--- config.mk ---
export PLATFORM = sky130hd
export DESIGN_NAME = htvs_queue
export DESIGN_NICKNAME = d
export VERILOG_FILES = /design/src/htvs_pkg.sv /design/src/htvs_queue.sv
export SDC_FILE = /design/constraint.sdc
export NUM_CORES = 1
export LEC_CHECK = 0
export ABC_AREA = 1
export ABC_CLOCK_PERIOD_IN_PS = 7700
export BUFFER_PORTS_ARGS = -buffer_cell sky130_fd_sc_hd__buf_2
export CORE_ASPECT_RATIO = 1.2
export CORE_MARGIN = 1
export CORE_UTILIZATION = 48
export CTS_CLUSTER_SIZE = 12
export DETAILED_ROUTE_END_ITERATION = 10
export GPL_ROUTABILITY_DRIVEN = 0
export GPL_TIMING_DRIVEN = 0
export PLACE_DENSITY = 0.74
export SYNTH_ARGS = -nofsm -noshare
export SYNTH_HDL_FRONTEND = slang
export SYNTH_SLANG_ARGS = --single-unit
--- constraint.sdc ---
create_clock -name clk -period 7.7 [get_ports clk]
set_input_delay 1.54 -clock clk [delete_from_list [all_inputs] [get_ports clk]]
set_output_delay 1.54 -clock clk [all_outputs]
set_load 0.05 [all_outputs]
--- src/htvs_pkg.sv ---
// ----------------------------------------------------------------------------
// htvs_pkg
// Shared types and constants of the terrain vertex stream: register indexes,
// the biome palette, the job word passed from the front to the back.
// ----------------------------------------------------------------------------
package htvs_pkg;

	// Widest column and row index over the supported grid range
	localparam int COL_W = 12;
	localparam int ROW_W = 16;

	// Configuration register indexes
	localparam logic [2:0] CFG_GRID_WIDTH  = 3'd0;
	localparam logic [2:0] CFG_GRID_HEIGHT = 3'd1;
	localparam logic [2:0] CFG_XY_SCALE    = 3'd2;
	localparam logic [2:0] CFG_Z_SCALE     = 3'd3;
	localparam logic [2:0] CFG_WATER_EN    = 3'd4;

	// Water kinds and the last biome
	localparam logic [1:0] WATER_RIVER = 2'd1;
	localparam logic [1:0] WATER_LAKE  = 2'd2;
	localparam logic [3:0] BIOME_BARE  = 4'd10;

	// floor(x / 10000) as (x * CH_RECIP) >> CH_SHIFT, exact for x below 2^22
	localparam logic [23:0] CH_RECIP = 24'd13743896;
	localparam int CH_SHIFT = 37;

	// Biome palette in hundredths, red green blue
	localparam logic [6:0] PALETTE [11][3] = '{
		'{7'd10, 7'd25, 7'd70}, '{7'd88, 7'd80, 7'd55}, '{7'd93, 7'd82, 7'd46},
		'{7'd65, 7'd72, 7'd25}, '{7'd25, 7'd65, 7'd30}, '{7'd50, 7'd60, 7'd40},
		'{7'd20, 7'd55, 7'd25}, '{7'd15, 7'd40, 7'd20}, '{7'd10, 7'd60, 7'd30},
		'{7'd70, 7'd75, 7'd80}, '{7'd50, 7'd50, 7'd50}
	};

	typedef struct packed {
		logic [10:0] grid_width;
		logic [12:0] grid_height;
		logic [15:0] xy_scale;
		logic [15:0] z_scale;
		logic        water_en;
	} cfg_t;

	// One unit of work for the back: an optional row write and an optional vertex
	typedef struct packed {
		logic             wr;
		logic [15:0]      hgt;
		logic [5:0]       attr;
		logic [1:0]       wslot;
		logic             wpar;
		logic [COL_W-1:0] wcol;
		logic             emit;
		logic [COL_W-1:0] x;
		logic [COL_W-1:0] xl;
		logic [COL_W-1:0] xr;
		logic [ROW_W-1:0] y;
		logic [1:0]       ys;
		logic [1:0]       yus;
		logic [1:0]       yds;
		logic             ypar;
		logic             last;
	} job_t;

	// Channel level in ten-thousandths, with optional water tint
	function automatic logic [13:0] tint_level(logic [6:0] p, logic [1:0] wk, logic en);
		logic [13:0] n;
		n = 14'(p) * 14'd100;
		if (en && wk == WATER_RIVER) begin
			n = 14'(p) * 14'd15 + 14'd1000;
		end else if (en && wk == WATER_LAKE) begin
			n = 14'(p) * 14'd10 + 14'd800;
		end
		return n;
	endfunction

endpackage

--- src/htvs_queue.sv ---
// ----------------------------------------------------------------------------
// htvs_queue
// Two-word job queue between the front and the back.
// ----------------------------------------------------------------------------
module htvs_queue (
	input  logic           clk,
	input  logic           arst_n,
	input  logic           push,
	input  htvs_pkg::job_t push_word,
	output logic           full,
	input  logic           pop,
	output logic           head_valid,
	output htvs_pkg::job_t head
);
	import htvs_pkg::*;

	job_t       slot_q [2];
	logic       wp_q;
	logic       rp_q;
	logic [1:0] cnt_q;

	assign full       = (cnt_q == 2'd2);
	assign head_valid = (cnt_q != 2'd0);
	assign head       = slot_q[rp_q];

	// Store pushed words
	always_ff @(posedge clk) begin
		if (push && !full) begin
			slot_q[wp_q] <= push_word;
		end
	end

	// Advance pointers and fill count
	always_ff @(posedge clk or negedge arst_n) begin
		if (!arst_n) begin
			wp_q  <= 1'b0;
			rp_q  <= 1'b0;
			cnt_q <= 2'd0;
		end else begin
			if (push && !full) begin
				wp_q <= ~wp_q;
			end
			if (pop && head_valid) begin
				rp_q <= ~rp_q;
			end
			cnt_q <= cnt_q + 2'(push && !full) - 2'(pop && head_valid);
		end
	end

endmodule

==> qor.yml <==
status:
  status: "finished clean"
worst_setup_path:
  critical_path.max_fanout: 10
  end_kind: "output port"
  path_class: "reg2out"
  critPathLaunchType: "register"
  crit_arrival_ns: 1.79
  worstPathRequired_ns: 6.16
  reg2reg_slack_ns: 5.54
route:
  viasPerCell: 4.72
  remaining_drc_errors: 0
  drt_iter0_markers: 338
  vias: 4678
  dr.pass1.iters: 5
  ant_nets: 0
  wire_per_inst_um: 14.8
  wl_um: 14700
sta:
  skew_ns: 0.0103
  hold_viol: 0
  min_period_ns: 3.33
  setup-violations-final: 0
  rsz0062_at_grt: "false"
  tns_ns: 0
  slew_headroom: 0.421
  fin_crit_sh: 0.432
  fmax_mhz: 301
  slew_violations: 0
  worst_slack_ns: 4.37
  tightest_slew_ns: 0.867
global_route:
  grt_max_degree: 53
  grt_pass1_vias: 4718
  grt_antenna_before_repair: 1
  grt_pass1_wl_um: 22300
  grt_usage: 0.180
  grt-ovfl-total: 0
logic_synthesis:
  yosys_warnings: 0
  syn_area_um2: 7460
  avgSynthCellArea_um2: 13.6
  async_flop_share: 0.0198
  synthesis.nets: 654
  synth.largest_area_cell: "edfxtp_1"
  synth.distinct_cells: 11
  netlist_top_cells_area: "edfxtp_1 (80%), nand2_1 (16%), buf_6 (1.5%), dfrtp_1 (1.3%), buf_2 (0.67%)"
  synth_top_cell_area_share: 0.797
  yosys-top-cells-count: "nand2_1 (310), edfxtp_1 (198), buf_2 (10), buf_6 (10), inv_1 (9)"
  syn_inst: 549
  ys_dominant_reg_cell: "edfxtp_1"
  synth-seq-cells: 202
  post-synth-top-count-cell: "nand2_1"
  yosysSeqAreaShare: 0.810
  synth_edf_count: 198
clock_network:
  clockBufferDepth: 3
  cts.sinks: 202
  cts_resized: 0
  cts_buffers: 21
  clk_latency_ns: 0.48
  postCtsSetupRepairBufs: 0
  clk_pin_slew_ns: 0.06
  holdBufCountCts: 0
  cts-htree-levels: 1
  root_buffer: "clkbuf_16"
  cts_tree: "done"
place:
  dp_cells: 960
  hpwl_um: 10200
  port_buffers: 203
  pre_cts_ws_ns: 4.41
floorplanning:
  dieArea_um2: 16000
  core-area_um2: 15100
  rows: 49
  die_h_um: 139
  die_x_um: 116
  start_util: 0.495
  io_pins: 204
layout:
  fin_cells: 991
  drive_gt1_frac: 0.323
  area_growth_pct: 26.2
  nets: 884
hold_path:
  min_path_type: "reg2reg"
job:
  timing.max_cap.violations: 0
==> area by class of cell <==
cell class                      instances  area, µm²
Clock inverter                          2       12.5
Inverter                               10       40.0
Fill cell                            1159       5670
Sequential cell                       202       6050
Multi-Input combinational cell        316       1210
Tap cell                              204        255
Timing Repair Buffer                  207       1110
Antenna cell                            1       2.50
Clock buffer                           28        562
Buffer                                 21        170
==> path summary, 6_finish.rpt <==
| kind | to | cells past startpoint | start |
|---|---|---|---|
| worst max register to register | slot_q[1][28]$_DFFE_PP_ | 6 | cnt_q[0]$_DFF_PN0_ |
| worst min-delay path | wp_q$_DFFE_PN0N_ | 2 | wp_q$_DFFE_PN0N_ |
| max in group asynchronous | cnt_q[1]$_DFF_PN0_ | 1 | arst_n |
| worst min register to register | wp_q$_DFFE_PN0N_ | 2 | wp_q$_DFFE_PN0N_ |
| min in group asynchronous | wp_q$_DFFE_PN0N_ | 1 | arst_n |
| worst max-delay path | head[85] | 5 | rp_q$_DFFE_PN0P_ |
==> sequential cells by signal (all words and copies together) (netlist names) <==
name	flops
rp_q	1
slot_q	198
cnt_q	2
wp_q	1
==> worst max-delay path, stage by stage, from the launching register on <==
cell     delay (ns)
dfrtp_1        0.39
inv_2          0.19
buf_2          0.29
nand2_1        0.09
nand2_1        0.08
buf_2          0.26
==> per-stage QoR <==
stage | util | hold slack, ns | area, µm²
after global placement | 0.579 | 0.454 | 8730
final | 0.624 | 0.500 | 9410
after global routing | 0.624 | 0.527 | 9410
after CTS | 0.624 | 0.493 | 9410
after floorplan | - | 0.442 | 7460
after detailed placement | 0.586 | 0.479 | 8840
==> layer usage <==
layer	wire length [µm]	vias up	global-route usage
met5	0	-	0
met2	7760	183	0.326
met3	1050	40	0.0455
met1	5420	2147	0.190
li1	-	2308	-
met4	461	0	0.0884
==> cells by family after synthesis <==
kind of cell / Yosys count / share of synthesized area
flip-flops: 202 / 0.810
AND/OR/NAND/NOR: 314 / 0.158
buffers and inverters: 31 / 0.0278
adder cells (fa/ha/maj): 2 / 0.00335
==> cell usage in the layout (no fill, tap or decap), types with 3 or more instances in the layout <==
master     instances
nand3_1            3
nand2_1          310
inv_1              8
edfxtp_1         198
clkbuf_16         21
buf_6             10
clkbuf_1           6
dfrtp_1            4
buf_2            213
Power is not shown: default switching activity piles up to over one toggle a cycle in this logic, so the estimate is an artifact.
