[src/htvs_pkg.sv]
// ----------------------------------------------------------------------------
// htvs_pkg
// Shared types and constants of the terrain vertex stream: register indexes,
// the biome palette, the job word passed from the front to the back.
// ----------------------------------------------------------------------------
package htvs_pkg;

	// Widest column and row index over the supported grid range
	localparam int COL_W = 12;
	localparam int ROW_W = 16;

	// Configuration register indexes
	localparam logic [2:0] CFG_GRID_WIDTH  = 3'd0;
	localparam logic [2:0] CFG_GRID_HEIGHT = 3'd1;
	localparam logic [2:0] CFG_XY_SCALE    = 3'd2;
	localparam logic [2:0] CFG_Z_SCALE     = 3'd3;
	localparam logic [2:0] CFG_WATER_EN    = 3'd4;

	// Water kinds and the last biome
	localparam logic [1:0] WATER_RIVER = 2'd1;
	localparam logic [1:0] WATER_LAKE  = 2'd2;
	localparam logic [3:0] BIOME_BARE  = 4'd10;

	// floor(x / 10000) as (x * CH_RECIP) >> CH_SHIFT, exact for x below 2^22
	localparam logic [23:0] CH_RECIP = 24'd13743896;
	localparam int CH_SHIFT = 37;

	// Biome palette in hundredths, red green blue
	localparam logic [6:0] PALETTE [11][3] = '{
		'{7'd10, 7'd25, 7'd70}, '{7'd88, 7'd80, 7'd55}, '{7'd93, 7'd82, 7'd46},
		'{7'd65, 7'd72, 7'd25}, '{7'd25, 7'd65, 7'd30}, '{7'd50, 7'd60, 7'd40},
		'{7'd20, 7'd55, 7'd25}, '{7'd15, 7'd40, 7'd20}, '{7'd10, 7'd60, 7'd30},
		'{7'd70, 7'd75, 7'd80}, '{7'd50, 7'd50, 7'd50}
	};

	typedef struct packed {
		logic [10:0] grid_width;
		logic [12:0] grid_height;
		logic [15:0] xy_scale;
		logic [15:0] z_scale;
		logic        water_en;
	} cfg_t;

	// One unit of work for the back: an optional row write and an optional vertex
	typedef struct packed {
		logic             wr;
		logic [15:0]      hgt;
		logic [5:0]       attr;
		logic [1:0]       wslot;
		logic             wpar;
		logic [COL_W-1:0] wcol;
		logic             emit;
		logic [COL_W-1:0] x;
		logic [COL_W-1:0] xl;
		logic [COL_W-1:0] xr;
		logic [ROW_W-1:0] y;
		logic [1:0]       ys;
		logic [1:0]       yus;
		logic [1:0]       yds;
		logic             ypar;
		logic             last;
	} job_t;

	// Channel level in ten-thousandths, with optional water tint
	function automatic logic [13:0] tint_level(logic [6:0] p, logic [1:0] wk, logic en);
		logic [13:0] n;
		n = 14'(p) * 14'd100;
		if (en && wk == WATER_RIVER) begin
			n = 14'(p) * 14'd15 + 14'd1000;
		end else if (en && wk == WATER_LAKE) begin
			n = 14'(p) * 14'd10 + 14'd800;
		end
		return n;
	endfunction

endpackage

[src/htvs_front.sv]
// ----------------------------------------------------------------------------
// htvs_front
// Holds the configuration and the raster counters, classifies each accepted
// word into a row write and/or a vertex job, and queues the job.
// ----------------------------------------------------------------------------
module htvs_front #(
	parameter int MAX_WIDTH  = 1024,
	parameter int MAX_HEIGHT = 4096
) (
	input  logic           clk,
	input  logic           arst_n,
	input  logic           cfg_valid,
	output logic           cfg_ready,
	input  logic [2:0]     cfg_index,
	input  logic [15:0]    cfg_data,
	output htvs_pkg::cfg_t cfg,
	input  logic           sample_valid,
	output logic           sample_stall,
	input  logic           mode,
	input  logic [15:0]    height_sample,
	input  logic [3:0]     biome_code,
	input  logic [1:0]     water_kind,
	output logic           q_push,
	output htvs_pkg::job_t q_word,
	input  logic           q_full
);
	import htvs_pkg::*;

	localparam int CW = $clog2(MAX_WIDTH);
	localparam int RW = $clog2(MAX_HEIGHT);
	localparam int WW = CW + 1;
	localparam int HW = RW + 1;

	cfg_t          cfg_q;
	logic [CW-1:0] in_col_q;
	logic [RW-1:0] in_row_q;
	logic [1:0]    in_slot_q;
	logic [CW-1:0] out_col_q;
	logic [RW-1:0] out_row_q;
	logic [1:0]    out_slot_q;
	logic          in_done_q;

	logic [WW-1:0] w_eff;
	logic [HW-1:0] h_eff;
	logic          cfg_wr;
	logic          acc;
	logic          do_wr;
	logic          do_emit;
	logic          in_col_end;
	logic          in_row_end;
	logic          out_col_end;
	logic          out_row_end;
	logic          last;
	logic [1:0]    out_slot_prev;
	logic [1:0]    out_slot_next;
	job_t          job;

	assign cfg_ready    = 1'b1;
	assign cfg          = cfg_q;
	assign cfg_wr       = cfg_valid && cfg_ready;
	assign sample_stall = q_full;
	assign acc          = sample_valid && !q_full;

	// Clamp the geometry registers to the supported range
	always_comb begin
		if (cfg_q.grid_width == 11'd0) begin
			w_eff = WW'(1);
		end else if (32'(cfg_q.grid_width) > 32'(MAX_WIDTH)) begin
			w_eff = WW'(MAX_WIDTH);
		end else begin
			w_eff = WW'(cfg_q.grid_width);
		end
		if (cfg_q.grid_height == 13'd0) begin
			h_eff = HW'(1);
		end else if (32'(cfg_q.grid_height) > 32'(MAX_HEIGHT)) begin
			h_eff = HW'(MAX_HEIGHT);
		end else begin
			h_eff = HW'(cfg_q.grid_height);
		end
	end

	// Classify the word
	assign in_col_end  = ({1'b0, in_col_q} + WW'(1)) >= w_eff;
	assign in_row_end  = ({1'b0, in_row_q} + HW'(1)) >= h_eff;
	assign out_col_end = ({1'b0, out_col_q} + WW'(1)) >= w_eff;
	assign out_row_end = ({1'b0, out_row_q} + HW'(1)) >= h_eff;
	assign last        = out_row_end && out_col_end;
	assign do_wr       = acc && !mode && !in_done_q;
	assign do_emit     = acc && (mode ? in_done_q : (!in_done_q && in_row_q != '0));

	assign out_slot_prev = (out_slot_q == 2'd0) ? 2'd2 : out_slot_q - 2'd1;
	assign out_slot_next = (out_slot_q == 2'd2) ? 2'd0 : out_slot_q + 2'd1;

	// Build the job word with clamped neighbor positions
	always_comb begin
		job       = '0;
		job.wr    = do_wr;
		job.hgt   = height_sample;
		job.attr  = {water_kind, biome_code};
		job.wslot = in_slot_q;
		job.wpar  = in_row_q[0];
		job.wcol  = COL_W'(in_col_q);
		job.emit  = do_emit;
		job.x     = COL_W'(out_col_q);
		job.xl    = (out_col_q == '0) ? '0 : COL_W'(out_col_q - CW'(1));
		job.xr    = out_col_end ? COL_W'(out_col_q) : COL_W'(out_col_q + CW'(1));
		job.y     = ROW_W'(out_row_q);
		job.ys    = out_slot_q;
		job.yus   = (out_row_q == '0) ? out_slot_q : out_slot_prev;
		job.yds   = out_row_end ? out_slot_q : out_slot_next;
		job.ypar  = out_row_q[0];
		job.last  = last;
	end

	assign q_push = do_wr || do_emit;
	assign q_word = job;

	// Hold configuration, advance raster counters
	always_ff @(posedge clk or negedge arst_n) begin
		if (!arst_n) begin
			cfg_q.grid_width  <= 11'd1024;
			cfg_q.grid_height <= 13'd1024;
			cfg_q.xy_scale    <= 16'd256;
			cfg_q.z_scale     <= 16'd256;
			cfg_q.water_en    <= 1'b0;
			in_col_q   <= '0;
			in_row_q   <= '0;
			in_slot_q  <= 2'd0;
			out_col_q  <= '0;
			out_row_q  <= '0;
			out_slot_q <= 2'd0;
			in_done_q  <= 1'b0;
		end else if (cfg_wr) begin
			unique case (cfg_index)
				CFG_GRID_WIDTH: begin
					cfg_q.grid_width <= cfg_data[10:0];
				end
				CFG_GRID_HEIGHT: begin
					cfg_q.grid_height <= cfg_data[12:0];
				end
				CFG_XY_SCALE: begin
					cfg_q.xy_scale <= cfg_data;
				end
				CFG_Z_SCALE: begin
					cfg_q.z_scale <= cfg_data;
				end
				CFG_WATER_EN: begin
					cfg_q.water_en <= cfg_data[0];
				end
				default: begin
				end
			endcase
			// Restart the frame on a geometry change
			if (cfg_index == CFG_GRID_WIDTH || cfg_index == CFG_GRID_HEIGHT) begin
				in_col_q   <= '0;
				in_row_q   <= '0;
				in_slot_q  <= 2'd0;
				out_col_q  <= '0;
				out_row_q  <= '0;
				out_slot_q <= 2'd0;
				in_done_q  <= 1'b0;
			end
		end else begin
			if (do_wr) begin
				if (in_row_end && in_col_end) begin
					in_done_q <= 1'b1;
				end else if (in_col_end) begin
					in_col_q  <= '0;
					in_row_q  <= in_row_q + RW'(1);
					in_slot_q <= (in_slot_q == 2'd2) ? 2'd0 : in_slot_q + 2'd1;
				end else begin
					in_col_q <= in_col_q + CW'(1);
				end
			end
			if (do_emit) begin
				if (last) begin
					in_col_q   <= '0;
					in_row_q   <= '0;
					in_slot_q  <= 2'd0;
					out_col_q  <= '0;
					out_row_q  <= '0;
					out_slot_q <= 2'd0;
					in_done_q  <= 1'b0;
				end else if (out_col_end) begin
					out_col_q  <= '0;
					out_row_q  <= out_row_q + RW'(1);
					out_slot_q <= out_slot_next;
				end else begin
					out_col_q <= out_col_q + CW'(1);
				end
			end
		end
	end

endmodule

[config.mk]
export PLATFORM = sky130hd
export DESIGN_NAME = htvs_front
export DESIGN_NICKNAME = d
export VERILOG_FILES = /design/src/htvs_pkg.sv /design/src/htvs_front.sv
export SDC_FILE = /design/constraint.sdc
export NUM_CORES = 1
export LEC_CHECK = 0
export ABC_AREA = 0
export BUFFER_PORTS_ARGS = -buffer_cell sky130_fd_sc_hd__buf_2
export CORE_MARGIN = 2
export CORE_UTILIZATION = 40
export CTS_CLUSTER_SIZE = 14
export DETAILED_ROUTE_END_ITERATION = 10
export SYNTH_ARGS = -nofsm -noshare
export SYNTH_HDL_FRONTEND = slang
export SYNTH_SLANG_ARGS = --single-unit
[constraint.sdc]
create_clock -name clk -period 4.4 [get_ports clk]
set_input_delay 0.22 -clock clk [delete_from_list [all_inputs] [get_ports clk]]
set_output_delay 0.22 -clock clk [all_outputs]
set_load 0.01 [all_outputs]
==> metrics.txt, run 1 <==
RR Startpoint=in_row_q[0]; Synth Register Bits=106; max-cap viol count=0; initial drt markers=between 300 and 400; Worst EP arrival=between 3 and 4 ns; Gate power share=0.285; CP max FO=13; internal power=around 1.9 mW; I/O Pins=a little over 200; CTS tree=built; first-pass detailed-route iteration total=5; Initial Util=0.410; Placer Congestion=0.903; nets@finish=roughly 950; net switching power figure=1.01 mW; hold path depth=2; HP Class=primary input to flip-flop; Reg clk slew, reported paths=0.08 ns; final-report hold violation count=0; root buffer cell=clkbuf_16; worst r2r dst=in_col_q[9]; vias in the first global route=around 5,500; wire length of the first global-routing pass=around 29,000 um; Routed WL per cell=roughly 17 um; Most used DFF post-synth=dfrtp_1; CTS buffer count=9; layout cells sized above 1=0.293; Fmax=approximately 0.24 GHz; pwr dens=approximately 360 mW/mm2; die area=about 0.019 mm2; Mapped Cells=742; Placed Cells=~1,100; via count=roughly 5,700; final slew viol count=0; H-tree levels=3; CP Capture Type=output pin; crit path cell chain=ha_1 -> and3_1 -> and3_1 -> and3_1 -> and3_1 -> ha_1 -> and3_1 -> a221oi_2 -> nand2_2 -> clkinv_2 -> buf_4 -> ha_1 -> inv_1 -> buf_2; Synth async-reset ratio=1.00; initial antenna violation count=0; Finished Layout Cells=around 1,100; FP Rows=48; GRT Overall Usage=0.200; Max-slew headroom=0.409; Slowest cell on crit path=dfrtp_2; Lkg Pwr=4.09 nW; # DRC=0; CP most frequent cell=and3_1; clock sink count=between 100 and 150; Worst Reg-to-Reg Cells=14; clk_skew=about 0.0054 ns; sequential power share=0.432; slew of the pin with the lowest slew margin=0.882 ns; Hold Crit Start=cfg_data[15]; hold slack=about 0.098 ns; routed wire length=approximately 18,000 um; Detailed Place HPWL=14,200 um; switch share=0.349; slowest stage delay, CP=slightly below 0.5 ns; post-synthesis cell area=slightly above 0.007 mm2; Distinct cells, synth=a little under 60; Data required, critical path=about 4.2 ns; Clk Latency, worst-skew pair=between 0.3 and 0.4 ns; count of input and output buffers=149; R2R setup slack=between 0.4 and 0.5 ns; Avg Inst Size Synth=approximately 9.5 um2; Seq/Total Area, Yosys=0.375; overall power=2.89 mW; CTS Buffer Depth=2; maximum vdd ir drop=~0.3 mV; run status=finished clean; dpl ws=~0.28 ns; die height=137 um; RSZ-0062 raised after global routing=no; final critical-path share of the clock period=0.935; fin crit period=4.12 ns; grt total ovfl=0; antenna cells=0; setup TNS=0 ns; Clk pwr share=0.283; Die Wd=137 um; Setup Viol. Count Final=0; Vias/cell=approximately 5.3; Core Region=0.0173 mm2; Area Overhead vs Synth=14.4%; Crit Path Class=flip-flop to output pin; Yosys warnings=0; Worst Setup Slack, final=0.285 ns; WHS Endpoint=cfg[16]; Post-synth EDFFs=0; setup bufs post-CTS=0; crit start category=flip-flop; pin count of the biggest net entering global routing=57; Post-DRT Antenna Nets=0
per-stage QoR:
stage          utilization  instance area, um2
3_5_place_dp         0.450                7780
3_3_place_gp         0.450                7780
5_1_grt              0.468                8100
6_report             0.468                8100
4_1_cts              0.468                8090
2_1_floorplan            -                7120
cells in the mapped netlist (2+ instances only):
library cell,n,share of area
xor2_1,23,0.028
a22o_1,9,0.011
o211ai_1,12,0.013
o21ai_0,33,0.023
a22oi_1,5,0.0053
nor3_1,13,0.0092
a31oi_1,7,0.0062
nor3b_2,2,0.0035
dfstp_2,4,0.015
nand3_1,40,0.028
o21bai_1,4,0.0042
nand4b_1,2,0.0025
nand2_1,78,0.041
nand4_1,4,0.0035
nand3b_1,2,0.0021
a21oi_1,22,0.016
mux2_2,57,0.091
buf_2,2,0.0014
dfrtp_1,102,0.36
or3_1,4,0.0035
o22ai_1,6,0.0053
buf_4,40,0.042
and4_1,5,0.0062
o21a_1,2,0.0021
xnor2_1,28,0.035
or4_1,9,0.0095
a21o_1,8,0.0085
nor2b_1,5,0.0044
clkbuf_1,33,0.017
and3_1,15,0.013
a211oi_1,3,0.0032
and2_1,3,0.0026
o31ai_1,2,0.0021
ha_1,59,0.10
conb_1,2,0.0011
inv_1,26,0.014
nor4b_1,2,0.0025
nor4_1,8,0.0071
nand2b_1,6,0.0053
a211o_1,2,0.0025
nor2_1,35,0.019
power groups by stage:
stage                     Clock [mW]  Combinational [mW]  Sequential (mW)
after CTS                      0.838               0.826             1.25
after global routing           0.873               0.929             1.26
after global placement             0               0.817             1.26
after floorplan                    0               0.471             1.28
after detailed placement           0               0.821             1.26
final                          0.818               0.822             1.25
critical path: cells and delay by family (launching register included):
family,cells,cell delay [ns]
buffers and inverters,4,0.53
DFF,1,0.49
adders and majority gates,3,0.83
AOI/OAI and AO/OA,1,0.28
and+or+nand+nor,6,1.42
how the worst max path moves through the flow:
stage | startpoint | endpoint
2_1_floorplan | out_col_q[2] | in_row_q[9]
3_3_place_gp | out_col_q[0] | out_row_q[6]
3_5_place_dp | out_col_q[0] | out_row_q[6]
4_1_cts | out_col_q[0] | q_word[24]
5_1_grt | out_col_q[0] | q_word[24]
6_report | out_col_q[0] | q_word[24]
repair_timing:
| action | in CTS | in global routing |
|---|---|---|
| endpoints found under the hold margin | 19 | 0 |
| gates resized for setup | 1 | 4 |
| endpoints found under the setup margin | 2 | 23 |
| hold buffers | 1 | 0 |
layout make-up:
cell class | instances | area (um2)
timing repair buffer | 158 | 818
clock buffer | 10 | 239
sequential | 106 | 2660
multi-input combinational | 544 | 3940
clock inverter | 6 | 61.3
inverter | 27 | 103
tap | 225 | 282
fill | 1667 | 9200
sequential cells by signal (all words and copies together), names as in the netlist:
name,count
cfg,57
in_col_q,10
in_done_q,1
in_row_q,12
in_slot_q,2
out_col_q,10
out_row_q,12
out_slot_q,2
placed cells by master, fill, tap and decap left out, types with 5 or more instances in the layout:
| cell type | n |
|---|---|
| a21o_1 | 8 |
| a21oi_1 | 22 |
| a22o_1 | 9 |
| a22oi_1 | 5 |
| a31oi_1 | 7 |
| and3_1 | 15 |
| and4_1 | 5 |
| buf_2 | 148 |
| buf_4 | 9 |
| clkbuf_16 | 9 |
| conb_1 | 12 |
| dfrtp_1 | 101 |
| ha_1 | 59 |
| inv_1 | 26 |
| mux2_2 | 57 |
| nand2_1 | 76 |
| nand2b_1 | 6 |
| nand3_1 | 40 |
| nor2_1 | 35 |
| nor2b_1 | 5 |
| nor3_1 | 13 |
| nor4_1 | 8 |
| o211ai_1 | 12 |
| o21ai_0 | 33 |
| o22ai_1 | 6 |
| or4_1 | 9 |
| xnor2_1 | 28 |
| xor2_1 | 23 |
layer usage:
| metal | global-route usage | part of all wire | vias up | wire [um] |
|---|---|---|---|---|
| li1 | - | - | 2804 | - |
| met1 | 0.271 | 0.46 | 2729 | 8390 |
| met2 | 0.315 | 0.45 | 193 | 8290 |
| met3 | 0.0626 | 0.082 | 14 | 1510 |
| met4 | 0.0441 | 0.0088 | 0 | 161 |
| met5 | 0 | 0 | - | 0 |
cells by family after synthesis:
group                    share of synthesized area
flip-flops                                   0.375
buffers and inverters                       0.0756
XOR/XNOR                                    0.0631
AND/OR/NAND/NOR                              0.172
multiplexers                                0.0920
adder cells (fa/ha/maj)                      0.104
other                                      0.00106
AO/OA/AOI/OAI                                0.117
No activity file was read; power rests on OpenSTA's default activity.
==> run 2: changes to the inputs <==
- ABC_AREA: 0 -> 1
- PLACE_DENSITY: not set -> 0.66
- clock period: 4.4 -> 3.45 ns (I/O delays scaled with it)
==> run 2 against run 1 <==
Effect of this change: cell area grew 6.9%; sequential power increased by 39%; non-clock buffer count rose by 7; wire length increased by 8.2%; clock skew up 0.0070 ns; critical endpoint is now q_word[34].
==> metrics.txt, run 2 <==
Clk pwr share=0.201; layout cells sized above 1=0.214; I/O Pins=206; commonest cells in the netlist=nand2_1, inv_1, dfrtp_1; root buffer cell=clkbuf_16; Reg area=around 0.0027 mm2; Max-slew headroom=0.410; CTS Buffer Depth=2; net switching power figure=between 2 and 2.5 mW; die area=0.0201 mm2; Core Region=approximately 0.019 mm2; hold path depth=3; count of input and output buffers=between 100 and 150; fillers=around 1,900; Area Overhead vs Synth=14.4%; CTS tree=built; Synth async-reset ratio=1.00; most frequent cells in the layout=nand2_1, buf_2, inv_1, dfrtp_1, o21ai_0; pwr dens=slightly below 600 mW/mm2; H-tree levels=3; hold slack=approximately 0.064 ns; Data required, critical path=between 3 and 4 ns; Avg Inst Size Synth=7.43 um2; slew of the pin with the lowest slew margin=roughly 0.88 ns; Clk Latency, worst-skew pair=between 0.3 and 0.4 ns; fin crit period=3.27 ns; Gate power share=0.452; sequential power share=0.347; Detailed Place HPWL=roughly 15,000 um; initial antenna violation count=0; crit start category=flip-flop; Most used DFF post-synth=dfrtp_1; FP Rows=50; Distinct cells, synth=42; max reg flops=57; grt total ovfl=0; CP max FO=4; Initial Util=0.406; Routed WL per cell=roughly 14 um; die height=approximately 140 um; via count=between 6,000 and 7,000; Setup Viol. Count Final=0; most frequent cell after synthesis=nand2_1; internal power=2.83 mW; final slew viol count=0; final critical-path share of the clock period=0.948; maximum vdd ir drop=between 0.2 and 0.3 mV; Placer Congestion=just over 0.9; wire length of the first global-routing pass=roughly 32,000 um; area of the multi-input gates=roughly 0.004 mm2; vias in the first global route=about 6,200; post-synthesis cell area=approximately 0.0076 mm2; run status=finished clean; switch share=0.433; first-pass detailed-route iteration total=5; final-report hold violation count=0; Yosys top cell area share=0.337; GRT Overall Usage=0.202; CP Capture Type=output pin; Yosys warnings=0; Seq/Total Area, Yosys=0.351; antenna cells=0; Mapped Cells=between 1,000 and 1,500; routed wire length=~20,000 um; Worst EP arrival=about 3.1 ns; pin count of the biggest net entering global routing=66; Lkg Pwr=4.77 nW; Worst Reg-to-Reg Cells=18; Post-DRT Antenna Nets=0; crit path launch=out_col_q[0]; max-cap viol count=0; Final Util=0.465; initial drt markers=~400; top post-synthesis cells by area=dfrtp_1, nand2_1, ha_1; Die Wd=around 140 um; Fmax=about 0.31 GHz; CTS buffer count=9; Hold Crit Start=cfg_data[13]; HP Class=primary input to flip-flop; Synth Register Bits=around 110; RR Startpoint=out_row_q[0]; Crit Path Class=flip-flop to output pin; Post-synth EDFFs=0; biggest area consumer among synthesized cells=dfrtp_1; clk_skew=approximately 0.012 ns; # DRC=0; clock sink count=106; setup TNS=0 ns; nets@finish=around 1,200; Reg clk slew, reported paths=~0.07 ns; Vias/cell=a little under 5; most common cell after layout, fill and taps aside=nand2_1
## run 2: cell types whose count changed after synthesis, moves of 9 or more
cell      before  now
nand2_1       78  302
o211ai_1      12    1
mux2_2        57    0
clkbuf_1      33   12
nand4_1        4   17
xnor2_1       28    3
inv_1         26  117
or4_1          9    0
o21ai_1        0   17
o21ai_0       33   82
nor2_1        35   51
and3_1        15    1
a22o_1         9    0
nand3_1       40   54
## run 2: cells by family after synthesis
family,synth area share
xor+xnor,0.0382
fa+ha+maj,0.0975
simple gates,0.286
compound gates,0.103
mux,0.00132
other cells,0.000991
buf+inv,0.123
flops,0.351
## run 2: worst paths after layout
kind | to | slack (ns)
worst max-delay path | q_word[34] | 0.18
worst min-delay path | cfg[30] | 0.06
worst max register to register | in_row_q[2] | 0.37
worst min register to register | cfg[16] | 0.48
max in group asynchronous | cfg[43] | 2.11
min in group asynchronous | cfg[3] | 0.46
## run 2: area by class of cell
| class | count | share of cell area |
|---|---|---|
| Clock buffer | 10 | 0.0264 |
| Tap cell | 234 | 0.0338 |
| Clock inverter | 5 | 0.00534 |
| Inverter | 127 | 0.0556 |
| Timing Repair Buffer | 165 | 0.101 |
| Multi-Input combinational cell | 730 | 0.471 |
| Sequential cell | 106 | 0.307 |
## run 2: repair_timing
item / in CTS / in global routing
hold buffers: 1 / 0
resized for setup: 1 / 18
setup endpoints to repair: 1 / 17
setup buffers: 0 / 9
gates cloned: 0 / 0
pin swaps: 0 / 6
hold endpoints to repair: 61 / 0
## run 2: per-layer routing
metal,routed length [um],track usage
met5,0,0
met4,298,0.0663
met3,1290,0.0439
met1,9520,0.288
met2,8740,0.304
## run 2: power groups by stage
stage	clock network (mW)	registers [mW]	logic [mW]
6_report	1.01	1.74	2.26
2_1_floorplan	0	1.80	1.49
3_5_place_dp	0	1.74	2.21
3_3_place_gp	0	1.74	2.17
4_1_cts	1.03	1.73	2.22
5_1_grt	1.07	1.77	2.58
## run 2: metrics by stage
step | cell area, um2 | power [mW] | setup WS [ns] | std cells
after floorplan | 7610 | 3.29 | 0.665 | 1029
after global placement | 8250 | 3.92 | 0.349 | 1352
after detailed placement | 8250 | 3.95 | 0.297 | 1352
after CTS | 8540 | 4.97 | -0.00368 | 1368
after global routing | 8660 | 5.43 | -0.0338 | 1377
final | 8660 | 5.00 | 0.178 | 1377
## run 2: worst max-delay path, stage by stage (launching register included)
cell and delay (ns):
dfrtp_1 0.40, ha_2 0.20, nand3_1 0.12, nor2_2 0.17, nand3_2 0.09, nor2_1 0.09, nand2_1 0.08, nor2_1 0.12
ha_1 0.25, a21o_1 0.18, nor2_1 0.11, nand2_1 0.07, nor2_2 0.17, nand2_4 0.09, buf_4 0.14, nor3_1 0.23
buf_2 0.20
==> run 3: changes to the inputs <==
- CORE_UTILIZATION: 40 -> 49
- PLACE_DENSITY: 0.66 -> 0.78
- RECOVER_POWER: not set -> 25
==> run 3 against run 2 <==
Effect of this change: the flow now finishes with violations (capacitance limit, slew limit); highest routed layer unchanged; cell area down 0.75%; sequential share of layout area up 0.23 points; first-iteration DRC count up 14%; clock skew up 0.0015 ns; largest cell class unchanged.
==> metrics.txt, run 3 (synthesis gave the netlist of run 2 again) <==
run status=complete, but fails checks; failing checks=capacitance limit, slew limit; first-pass detailed-route iteration total=5; most common cell after layout, fill and taps aside=nand2_1; wire length of the first global-routing pass=~32,000 um; final-report hold violation count=0; routed wire length=between 15,000 and 20,000 um; slew of the pin with the lowest slew margin=between 1.5 and 2 ns; grt total ovfl=0; initial drt markers=~450; HP Class=primary input to flip-flop; nets@finish=1,245; pwr dens=596 mW/mm2; Clk Latency, worst-skew pair=approximately 0.36 ns; Placer Congestion=just over 0.9; Die Wd=about 130 um; layout cells sized above 1=0.166; # DRC=0; maximum vdd ir drop=0.367 mV; Area Overhead vs Synth=13.5%; clk_skew=around 0.014 ns; Max-slew headroom=-0.225; setup TNS=0 ns; I/O Pins=between 200 and 250; Worst EP arrival=roughly 3.1 ns; Reg clk slew, reported paths=about 0.080 ns; Finished Layout Cells=1,332; Final Util=0.568; via count=approximately 7,000; vias in the first global route=about 6,500; CP max FO=20; dpl ws=0.180 ns; CTS Buffer Depth=2; Post-DRT Antenna Nets=0; Setup Viol. Count Final=0; Initial Util=0.500; final slew viol count=72; Worst Setup Slack, final=0.157 ns; H-tree levels=3; Design Area, Final=between 0.008 and 0.009 mm2; RSZ-0062 raised after global routing=yes; max-cap viol count=1; Placed Cells=approximately 1,300; max reg flops=57; crit start category=flip-flop; CTS tree=built; root buffer cell=clkbuf_16; die area=between 0.015 and 0.02 mm2; Vias/cell=5.25; Core Region=~0.015 mm2; Fmax=0.304 GHz; count of input and output buffers=149; Routed WL per cell=approximately 15 um; Data required, critical path=between 3 and 4 ns; fin crit period=3.29 ns; pin count of the biggest net entering global routing=between 70 and 80; CTS buffer count=9; clock sink count=between 100 and 150; DP Area=between 0.008 and 0.009 mm2; antenna cells=0; Crit Path Class=flip-flop to output pin; final critical-path share of the clock period=0.954; most frequent cells in the layout=nand2_1, inv_1, dfrtp_1, buf_2, o21ai_0; CP Capture Type=output pin; die height=between 100 and 150 um; initial antenna violation count=0; GRT Overall Usage=0.247; Lkg Pwr=between 4 and 5 nW; FP Rows=45; Detailed Place HPWL=approximately 15,000 um
[run 3: worst max-delay path, stage by stage, from the launching register on]
cell	delay (ns)
dfrtp_2	0.44
clkinvlp_4	0.16
nor3_4	0.18
nand3_2	0.12
nor2_2	0.11
nand2_2	0.08
o21ai_2	0.13
nand2_2	0.09
ha_1	0.29
nand2_1	0.09
nor2_4	0.11
nand2_1	0.07
a21oi_2	0.17
nor2_4	0.08
nand2_4	0.09
inv_6	0.08
ha_1	0.30
inv_1	0.05
buf_2	0.12
[run 3: path summary, 6_finish.rpt]
path,startpoint,end,slack (ns),cells past startpoint
setup / recovery,out_col_q[0],q_word[24],0.16,18
hold / removal,cfg_data[13],cfg[30],0.07,3
setup reg to reg,in_row_q[0],in_row_q[0],0.27,22
hold reg to reg,cfg[3],cfg[3],0.49,2
max in group asynchronous,arst_n,out_col_q[0],1.40,2
min in group asynchronous,arst_n,cfg[10],0.83,2
[run 3: report_power, final]
part           internal [mW]  total (mW)  leakage [nW]  switching (mW)
logic                  0.824        2.26          3.08            1.44
clock network          0.612        1.11         0.151           0.501
registers               1.48        1.75          1.35           0.263
[run 3: metal layers]
| metal | vias to the layer above | global-route usage | part of all wire |
|---|---|---|---|
| met5 | - | 0 | 0 |
| met4 | 0 | 0.0782 | 0.021 |
| li1 | 3466 | - | - |
| met3 | 34 | 0.0674 | 0.071 |
| met2 | 236 | 0.386 | 0.45 |
| met1 | 3262 | 0.337 | 0.46 |
[run 3: cell type report]
cell class / count / area, um2
Fill cell: 1401 / 6550
Multi-Input combinational cell: 730 / 4110
Sequential cell: 106 / 2660
Timing Repair Buffer: 165 / 793
Inverter: 127 / 485
Clock buffer: 12 / 256
Tap cell: 188 / 235
Clock inverter: 4 / 57.6
[run 3: what timing repair did]
action / in CTS / in global routing
buffers inserted: 2 / 7
hold buffers: 1 / 0
setup endpoints to repair: 9 / 32
resized for setup: 2 / 22
pin swaps: 0 / 3
endpoints found under the hold margin: 65 / 0
[run 3: metrics by stage]
step / power (mW) / hold slack [ns]
floorplan: 3.29 / -0.123
global placement: 3.93 / 0.345
detailed placement: 3.98 / 0.345
CTS: 5.11 / 0.0677
global route: 5.54 / 0.0865
finish: 5.12 / 0.0729
